$ cat config.mk
export PLATFORM = sky130hd
export DESIGN_NAME = dwq_ctrl
export DESIGN_NICKNAME = d
export VERILOG_FILES = /design/src/design/dwq_pkg.sv /design/src/design/dwq_ctrl.sv
export SDC_FILE = /design/constraint.sdc
export NUM_CORES = 1
export LEC_CHECK = 0
export BUFFER_PORTS_ARGS = -buffer_cell sky130_fd_sc_hd__buf_2
export CAP_MARGIN = 10
export CELL_PAD_IN_SITES_DETAIL_PLACEMENT = 1
export CELL_PAD_IN_SITES_GLOBAL_PLACEMENT = 1
export CORE_ASPECT_RATIO = 1.1
export CORE_MARGIN = 8
export CORE_UTILIZATION = 30
export CTS_CLUSTER_DIAMETER = 200
export DETAILED_ROUTE_END_ITERATION = 16
export PLACE_DENSITY_LB_ADDON = 0.1
export SYNTH_ARGS = -nofsm -noshare
export SYNTH_HDL_FRONTEND = slang
export SYNTH_SLANG_ARGS = --single-unit
$ cat constraint.sdc
create_clock -name clk -period 2.1 [get_ports clk]
set_input_delay 0.42 -clock clk [delete_from_list [all_inputs] [get_ports clk]]
set_output_delay 0.42 -clock clk [all_outputs]
set_load 0.01 [all_outputs]
$ cat src/design/dwq_pkg.sv
// Package for the deduplicating work queue.
// Sizes, operation and status codes, and the controller/datapath command and
// status structs. No dependencies.
package dwq_pkg;

    localparam int QUEUE_DEPTH = 128;
    localparam int IDX_W = $clog2(QUEUE_DEPTH);
    localparam int CNT_W = $clog2(QUEUE_DEPTH + 1);
    localparam int ID_W = 64;
    localparam int OP_W = 2;
    localparam int ST_W = 3;
    localparam int OCC_W = 8;

    localparam logic [OP_W-1:0] OP_ADD = 2'd0;
    localparam logic [OP_W-1:0] OP_POP = 2'd1;
    localparam logic [OP_W-1:0] OP_DEL = 2'd2;

    localparam logic [ST_W-1:0] ST_DONE = 3'd0;
    localparam logic [ST_W-1:0] ST_PRESENT = 3'd1;
    localparam logic [ST_W-1:0] ST_EMPTY = 3'd2;
    localparam logic [ST_W-1:0] ST_FULL = 3'd3;
    localparam logic [ST_W-1:0] ST_NOT_FOUND = 3'd4;

    // Controller to datapath
    typedef struct packed {
        logic            load;        // capture request, read entry 0
        logic            advance;     // step scan index, read next entry
        logic            shift_wr;    // move current entry one slot toward head
        logic            append;      // write id at tail, grow count
        logic            remove;      // shrink count
        logic            capture_pop; // keep current entry as popped id
        logic            res_we;      // latch result status
        logic [ST_W-1:0] res_status;
    } cmd_t;

    // Datapath to controller
    typedef struct packed {
        logic [OP_W-1:0] op;
        logic            count_zero;
        logic            full;
        logic            match;       // current entry equals request id
        logic            last;        // current entry is the youngest one
    } stat_t;

endpackage

$ cat src/design/dwq_ctrl.sv
// Controller of the work queue: sequences scan, compaction and response.
// Commands dwq_dp through cmd_t; depends on dwq_pkg.
module dwq_ctrl
    import dwq_pkg::*;
(
    input  logic  clk,
    input  logic  rst_n,
    input  logic  in_valid,
    output logic  in_ready,
    output logic  out_valid,
    input  logic  out_ready,
    input  stat_t stat,
    output cmd_t  cmd
);

    typedef enum logic [1:0] {
        S_IDLE,
        S_SCAN,
        S_SHIFT,
        S_RESP
    } state_t;

    state_t state_reg;
    state_t state_next;

    // Latch a result status; the caller moves to the response state
    function automatic cmd_t finish(input cmd_t c, input logic [ST_W-1:0] st);
        cmd_t r;
        r = c;
        r.res_we = 1'b1;
        r.res_status = st;
        return r;
    endfunction

    always_comb
    begin
        cmd = '0;
        state_next = state_reg;
        case (state_reg)
            S_IDLE:
            begin
                if (in_valid)
                begin
                    cmd.load = 1'b1;
                    state_next = S_SCAN;
                end
            end
            S_SCAN:
            begin
                case (stat.op)
                    OP_ADD:
                    begin
                        if (stat.count_zero)
                        begin
                            cmd.append = 1'b1;
                            cmd = finish(cmd, ST_DONE);
                            state_next = S_RESP;
                        end
                        else if (stat.match)
                        begin
                            cmd = finish(cmd, ST_PRESENT);
                            state_next = S_RESP;
                        end
                        else if (stat.last)
                        begin
                            if (stat.full)
                            begin
                                cmd = finish(cmd, ST_FULL);
                            end
                            else
                            begin
                                cmd.append = 1'b1;
                                cmd = finish(cmd, ST_DONE);
                            end
                            state_next = S_RESP;
                        end
                        else
                        begin
                            cmd.advance = 1'b1;
                        end
                    end
                    OP_POP:
                    begin
                        // head entry is the one removed
                        if (stat.count_zero)
                        begin
                            cmd = finish(cmd, ST_EMPTY);
                            state_next = S_RESP;
                        end
                        else if (stat.last)
                        begin
                            cmd.capture_pop = 1'b1;
                            cmd.remove = 1'b1;
                            cmd = finish(cmd, ST_DONE);
                            state_next = S_RESP;
                        end
                        else
                        begin
                            cmd.capture_pop = 1'b1;
                            cmd.advance = 1'b1;
                            state_next = S_SHIFT;
                        end
                    end
                    OP_DEL:
                    begin
                        if (stat.count_zero)
                        begin
                            cmd = finish(cmd, ST_NOT_FOUND);
                            state_next = S_RESP;
                        end
                        else if (stat.match)
                        begin
                            if (stat.last)
                            begin
                                cmd.remove = 1'b1;
                                cmd = finish(cmd, ST_DONE);
                                state_next = S_RESP;
                            end
                            else
                            begin
                                cmd.advance = 1'b1;
                                state_next = S_SHIFT;
                            end
                        end
                        else if (stat.last)
                        begin
                            cmd = finish(cmd, ST_NOT_FOUND);
                            state_next = S_RESP;
                        end
                        else
                        begin
                            cmd.advance = 1'b1;
                        end
                    end
                    default:
                    begin
                        cmd = finish(cmd, ST_DONE);
                        state_next = S_RESP;
                    end
                endcase
            end
            S_SHIFT:
            begin
                // move the current entry one slot toward the head
                cmd.shift_wr = 1'b1;
                if (stat.last)
                begin
                    cmd.remove = 1'b1;
                    cmd = finish(cmd, ST_DONE);
                    state_next = S_RESP;
                end
                else
                begin
                    cmd.advance = 1'b1;
                end
            end
            S_RESP:
            begin
                if (out_ready)
                begin
                    state_next = S_IDLE;
                end
            end
            default:
            begin
                state_next = S_IDLE;
            end
        endcase
    end

    always_ff @(posedge clk or negedge rst_n)
    begin
        if (!rst_n)
        begin
            state_reg <= S_IDLE;
            in_ready  <= 1'b1;
            out_valid <= 1'b0;
        end
        else
        begin
            state_reg <= state_next;
            in_ready  <= (state_next == S_IDLE);
            out_valid <= (state_next == S_RESP);
        end
    end

endmodule

==> run metrics, run 1 <==
outcome=completed; Synth Register Bits=4; first-pass GRT wire length=roughly 2300 um; Synth Area in Compound Gates=24.6%; Die Area=0.00298 sq mm; initial antenna violation count=0; Mapped Cells=54; flop2flop setup slack=340 ps; DP HPWL=between 1000 and 1500 um; mux share of post-synthesis cell area=2.24%; largest net degree at the start of global routing=12; crit path max fanout=5; Yosys top cell area share=16.8%; Final Skew=9.01 ps; WS Path Type=reg -> out; clk_lat worst skew=230 ps; Fin. Hold Viols=0; IO Count=22; M1 WL=619 um; # fillers=approximately 180; H-Tree Depth=1; Seq/Total Area, Yosys=between 20% and 30%; ys flop type=dfrtp_1; # clock sinks=4; Total GRT Usage=9.26%; Synth cell types=28; Die H=56.5 um; top cells by count, synth=inv_1 (6), ha_1 (5), nor2b_1 (5); grt ovf=0; Die W=52.8 um; WL met2=779 um; Diodes inserted=0; top cells by area, synth=dfrtp_1 (17%), ha_1 (14%), nor2b_1 (7.0%); # port buffers=21; DR vias=504; Worst-Margin Slew=384 ps; CP max stage cell=dfrtp_2; Buf/Inv on CP=2; crit path time final=between 2000 and 2500 ps; final std cells w/o fill=98; Synth Area in Simple Gates=27.7%; DRT antenna net count=0; placed cells=90; Synth Area in XOR/XNOR=0%; RePlAce Congestion=0.732; YS warnings=0; crit path DAT=1590 ps; Cell Area, Synth=447 sq um; row cnt=14; layout net count=98; Post-Syn Area per Cell=8.27 sq um; Flop pwr share=19.2%; setup tns final=0 ps; period utilisation layout=~96%; CTS tree=done; Root Buffer=clkbuf_4; CP max stage delay=410 ps; Worst Hold Slack=roughly 470 ps; TritonCTS buffer count=3; share of cells above drive strength 1=50.0%; worst-case clock buffer depth=2; P_leak=0.342 nW; Syn Nets=69; Slew HR=73.7%; asr flop ratio synth=100%; number of global-route vias before repair=around 520; drt wl/cell=around 15 um; highest routing layer actually used=met3; top-count cell post-synth=inv_1; starting density of the core=approximately a third; DR vias/cell=5.14; P&R area growth vs syn=54.1%; worst-case vdd ir drop=slightly below 0.0007 V; clock-pin slew on the worst setup and hold paths=40 ps; fin. max-slew vios=0; Adder-Cell Fraction of Synth Area=14.0%; floorplan core area=0.00138 sq mm; detailed-route DRC error count=0; critical path endpoint category=primary output; fmax=498 MHz; combinational fraction of design power=67.6%; Clk pwr share=between 10% and 20%; 1st-iter DRT viols=0; final WL=1460 um; Crit path max-delay family=flip-flops; Req. time, crit path=1680 ps; Post-synth EDFFs=0; Largest register FFs=2; routed wl met3=65 um; Max-cap violations=0; Int Pwr=0.442 mW; Power Density=1110 mW/mm^2; startpoint types=register; crit-path cells=inv_1 > ha_4 > nand3_2 > nor4_2 > buf_2; Pre-antenna DRT Iters=1; main combinational cell family by area after synthesis=simple AND/OR/NAND/NOR gates; dominant cell type by area after synthesis=dfrtp_1; switching share of power=42.3%; switching power total=0.325 mW; Core Util, Final=around half; hold crit path type=in -> reg; Final setup violation count=0
==> worst register-to-register path, cell delays in order (launching register included) <==
cell and delay, ps:
dfrtp_1 400, buf_4 150, ha_1 170, nor2b_1 150
a2111oi_0 390, o22ai_1 210, and2_1 180
==> cell type report <==
class	count	area, sq um	area share [%]
Multi-Input combinational cell	42	372	54.0
Timing Repair Buffer	26	145	21.1
Sequential cell	4	103	14.9
Clock buffer	4	26.3	3.82
Inverter	6	22.5	3.27
Tap cell	16	20.0	2.91
==> worst paths after layout <==
kind / start / endpoint / cells after the start
max in group asynchronous: rst_n / in_ready / 2
min in group asynchronous: rst_n / state_reg[1] / 2
max reg2reg: state_reg[1] / out_valid / 6
max: state_reg[0] / cmd[0] / 5
min: in_valid / state_reg[1] / 2
min reg2reg: state_reg[1] / state_reg[1] / 2
==> cell families after synthesis <==
| group | Yosys count |
|---|---|
| simple gates | 22 |
| compound gates | 14 |
| buf+inv | 8 |
| fa+ha+maj | 5 |
| flops | 4 |
| mux | 1 |
==> layer usage <==
metal | global-route usage (%) | vias up
met4 | 3.33 | 0
li1 | - | 256
met3 | 1.32 | 0
met1 | 11.6 | 238
met5 | 0 | -
met2 | 15.1 | 10
==> what timing repair did <==
| action | 4_1_cts | 5_1_grt |
|---|---|---|
| resized for setup | 7 | 5 |
| endpoints found under the hold margin | 3 | 0 |
| cloned | 0 | 0 |
| hold buffers | 1 | 0 |
| endpoints found under the setup margin | 5 | 5 |
| buffers inserted | 0 | 3 |
| pin swaps | 0 | 0 |
==> placed cells by master, fill, tap and decap left out, types with 2 or more instances in the layout <==
master	instances
buf_2	21
inv_1	5
nor2b_1	5
a21oi_1	4
nor2_1	4
buf_4	4
clkbuf_4	3
nor3_1	2
a221oi_2	2
nand2_1	2
and2_1	2
ha_4	2
ha_1	2
dfrtp_1	2
==> stage by stage <==
step	area, sq um	setup WS (ps)	power, mW
2_1_floorplan	447	315	0.412
6_report	688	92.9	0.767
3_3_place_gp	563	207	0.538
4_1_cts	638	29.6	0.713
3_5_place_dp	563	149	0.542
5_1_grt	688	-1.10	0.836
==> power groups by stage <==
stage | registers (mW) | logic [mW] | clock network, mW
after CTS | 0.150 | 0.456 | 0.108
after global routing | 0.153 | 0.574 | 0.109
after detailed placement | 0.143 | 0.399 | 0
after global placement | 0.142 | 0.396 | 0
final | 0.147 | 0.519 | 0.101
after floorplan | 0.149 | 0.263 | 0
Power figures use the tool's default switching activity.
==> inputs of run 2 (changes only) <==
CORE_ASPECT_RATIO = not set   (was 1.1)
CORE_UTILIZATION = 32   (was 30)
CTS_BUF_LIST = sky130_fd_sc_hd__clkbuf_8   (was not set)
==> run 2 against run 1 <==
Total power rose by 4.5%; global-route usage rose by 1.8 points; register-to-register slack got worse by 40 ps; sequential share of layout area rose by 0.58 points; clock power rose by 66%; combinational power fell by 7.3%; maximum frequency rose by 1.6%; final area fell by 2.5%; highest routed layer is now met4.
==> run metrics, run 2 (synthesis gave the netlist of run 1 again) <==
detailed-route DRC error count=0 (unchanged); DRT antenna net count=0 (unchanged); Worst R2R End=out_valid; number of global-route vias before repair=540 (+3.6%); setup tns final=0 ps (unchanged); commonest cells after routing, fill and taps aside=buf_2 (21), inv_1 (6), nor2b_1 (5), a21oi_1 (4), nor2_1 (4); IO Count=22 (unchanged); largest net degree at the start of global routing=13 (+1); Root Buffer=clkbuf_8; switching power total=0.329 mW (+1.5%); WS Path Type=reg -> out; layout net count=95 (-3.1%); startpoint types=register; row cnt=13 (-1); grt ovf=0 (unchanged); Req. time, crit path=1680 ps (about the same); Worst setup endpoint=cmd[4]; crit-path cells=inv_1 > ha_4 > nand3_1 > nor3b_1 > buf_2; RePlAce Congestion=0.705 (-3.8%); crit path DAT=1560 ps (-30 ps); hold crit path type=in -> reg; Worst Setup SP=state_reg[0]; crit path time final=1980 ps (-30.7 ps); floorplan core area=0.00130 sq mm (-6.0%); P&R area growth vs syn=50.1%; placed cells=88 (-2.2%); starting density of the core=34.3% (+2.0 points); Fin. Hold Viols=0 (unchanged); # fillers=176 (-0.56%); drt wl/cell=14.9 um (about the same); share of cells above drive strength 1=45.6% (-4.4 points); Int Pwr=0.472 mW (+6.7%); Multi-input gate area=355 sq um (-4.4%); Die Area=0.00285 sq mm (-4.5%); Final Skew=8.83 ps (-0.178 ps); # clock sinks=4 (unchanged); final std cells w/o fill=94 (-4.1%); Worst-Margin Slew=500 ps (+116 ps); commonest non-fill, non-tap cell in the layout=buf_2; Final setup violation count=0 (unchanged); Clk pwr share=20.9% (+7.8 points); crit path max fanout=5 (unchanged); Die W=53.4 um (+1.1%); period utilisation layout=94.1% (-1.5 points); clock-pin slew on the worst setup and hold paths=40 ps (about the same); Pre-antenna DRT Iters=4 (+3); combinational fraction of design power=60.0% (-7.6 points); Power Density=1200 mW/mm^2 (+7.2%); RSZ-0062 raised after global routing=true; worst-case vdd ir drop=0.000680 V (-0.87%); Core Util, Final=51.5% (+1.8 points); worst r2r src=state_reg[1]; Total GRT Usage=11.1% (+1.8 points); clk_lat worst skew=220 ps (about the same); DR vias=508 (+0.79%); Buf/Inv on CP=2 (unchanged); worst-case clock buffer depth=2 (unchanged); switching share of power=41.1% (-1.2 points); H-Tree Depth=1 (unchanged); register area=104 sq um (+1.2%); P_leak=0.337 nW (-1.6%); CTS tree=done; CP max stage delay=400 ps (about the same); Max-cap violations=0 (unchanged); Crit path max-delay family=flip-flops; TritonCTS buffer count=3 (unchanged); Largest register FFs=2 (unchanged); Slew HR=65.8% (-7.9 points); flop2flop setup slack=300 ps (-40 ps); CP max stage cell=dfrtp_2; DR vias/cell=5.40 (+5.1%); Die H=53.4 um (-5.5%); DP HPWL=1050 um (-2.6%); Flop pwr share=19.1% (about the same); fin. max-slew vios=0 (unchanged); Worst Hold Slack=469 ps (-2.74 ps); critical path endpoint category=primary output; worst r2r path cells=5 (-1); fmax=506 MHz (+1.6%); Diodes inserted=0 (unchanged); first-pass GRT wire length=2350 um (+4.3%); 1st-iter DRT viols=4 (+4); # port buffers=21 (unchanged); outcome=completed; CP Depth=5 (unchanged); final WL=1410 um (-4.0%); initial antenna violation count=0 (unchanged)
==> run 2: repair_timing <==
item	in CTS	in global routing
pin swaps	0	2
hold buffers	1	0
endpoints found under the hold margin	3	0
cloned	0	0
buffers inserted	0	1
resized for setup	6	5
setup endpoints to repair	6	5
==> run 2: how the worst min path moves through the flow <==
stage                        start           end  slack [ps]  depth (start not counted)
final                     in_valid  state_reg[1]         470                          2
after global routing      in_valid  state_reg[1]         480                          2
after CTS                 in_valid  state_reg[1]         480                          2
after detailed placement     rst_n  state_reg[0]         230                          1
after global placement       rst_n     out_valid         220                          1
after floorplan              rst_n     out_valid         120                          0
==> run 2: layer usage <==
layer	share of wire, %	up-vias	global-route usage [%]
li1	-	250	-
met1	38	243	11.3
met2	53	12	18.4
met3	7.0	3	4.76
met4	1.5	0	6.30
met5	0	-	0
==> run 2: worst register-to-register path, cell delays in order, from the launching register on <==
cell and delay (ps):
dfrtp_2 440, ha_1 190, nor2b_1 140, a2111oi_0 500, o22ai_1 230, and2_1 180
==> run 2: through the flow <==
step	instance area (sq um)	worst slack (ps)	total power, mW
2_1_floorplan	447	315	0.412
3_3_place_gp	554	106	0.534
3_5_place_dp	554	119	0.535
4_1_cts	647	7.82	0.773
5_1_grt	671	-14.5	0.873
6_report	671	124	0.802
==> run 2: cell type report <==
| class | count | share of cell area [%] |
|---|---|---|
| clock buffer | 3 | 6.16 |
| sequential | 4 | 15.5 |
| clock inverter | 1 | 0.560 |
| timing repair buffer | 23 | 18.3 |
| tap | 15 | 2.80 |
| inverter | 6 | 3.73 |
| multi-input combinational | 42 | 53.0 |
==> run 2: power groups by stage <==
stage / logic, mW / registers, mW / clock network (mW)
2_1_floorplan: 0.263 / 0.149 / 0
3_3_place_gp: 0.390 / 0.144 / 0
3_5_place_dp: 0.390 / 0.144 / 0
4_1_cts: 0.451 / 0.149 / 0.173
5_1_grt: 0.530 / 0.159 / 0.184
6_report: 0.481 / 0.153 / 0.168
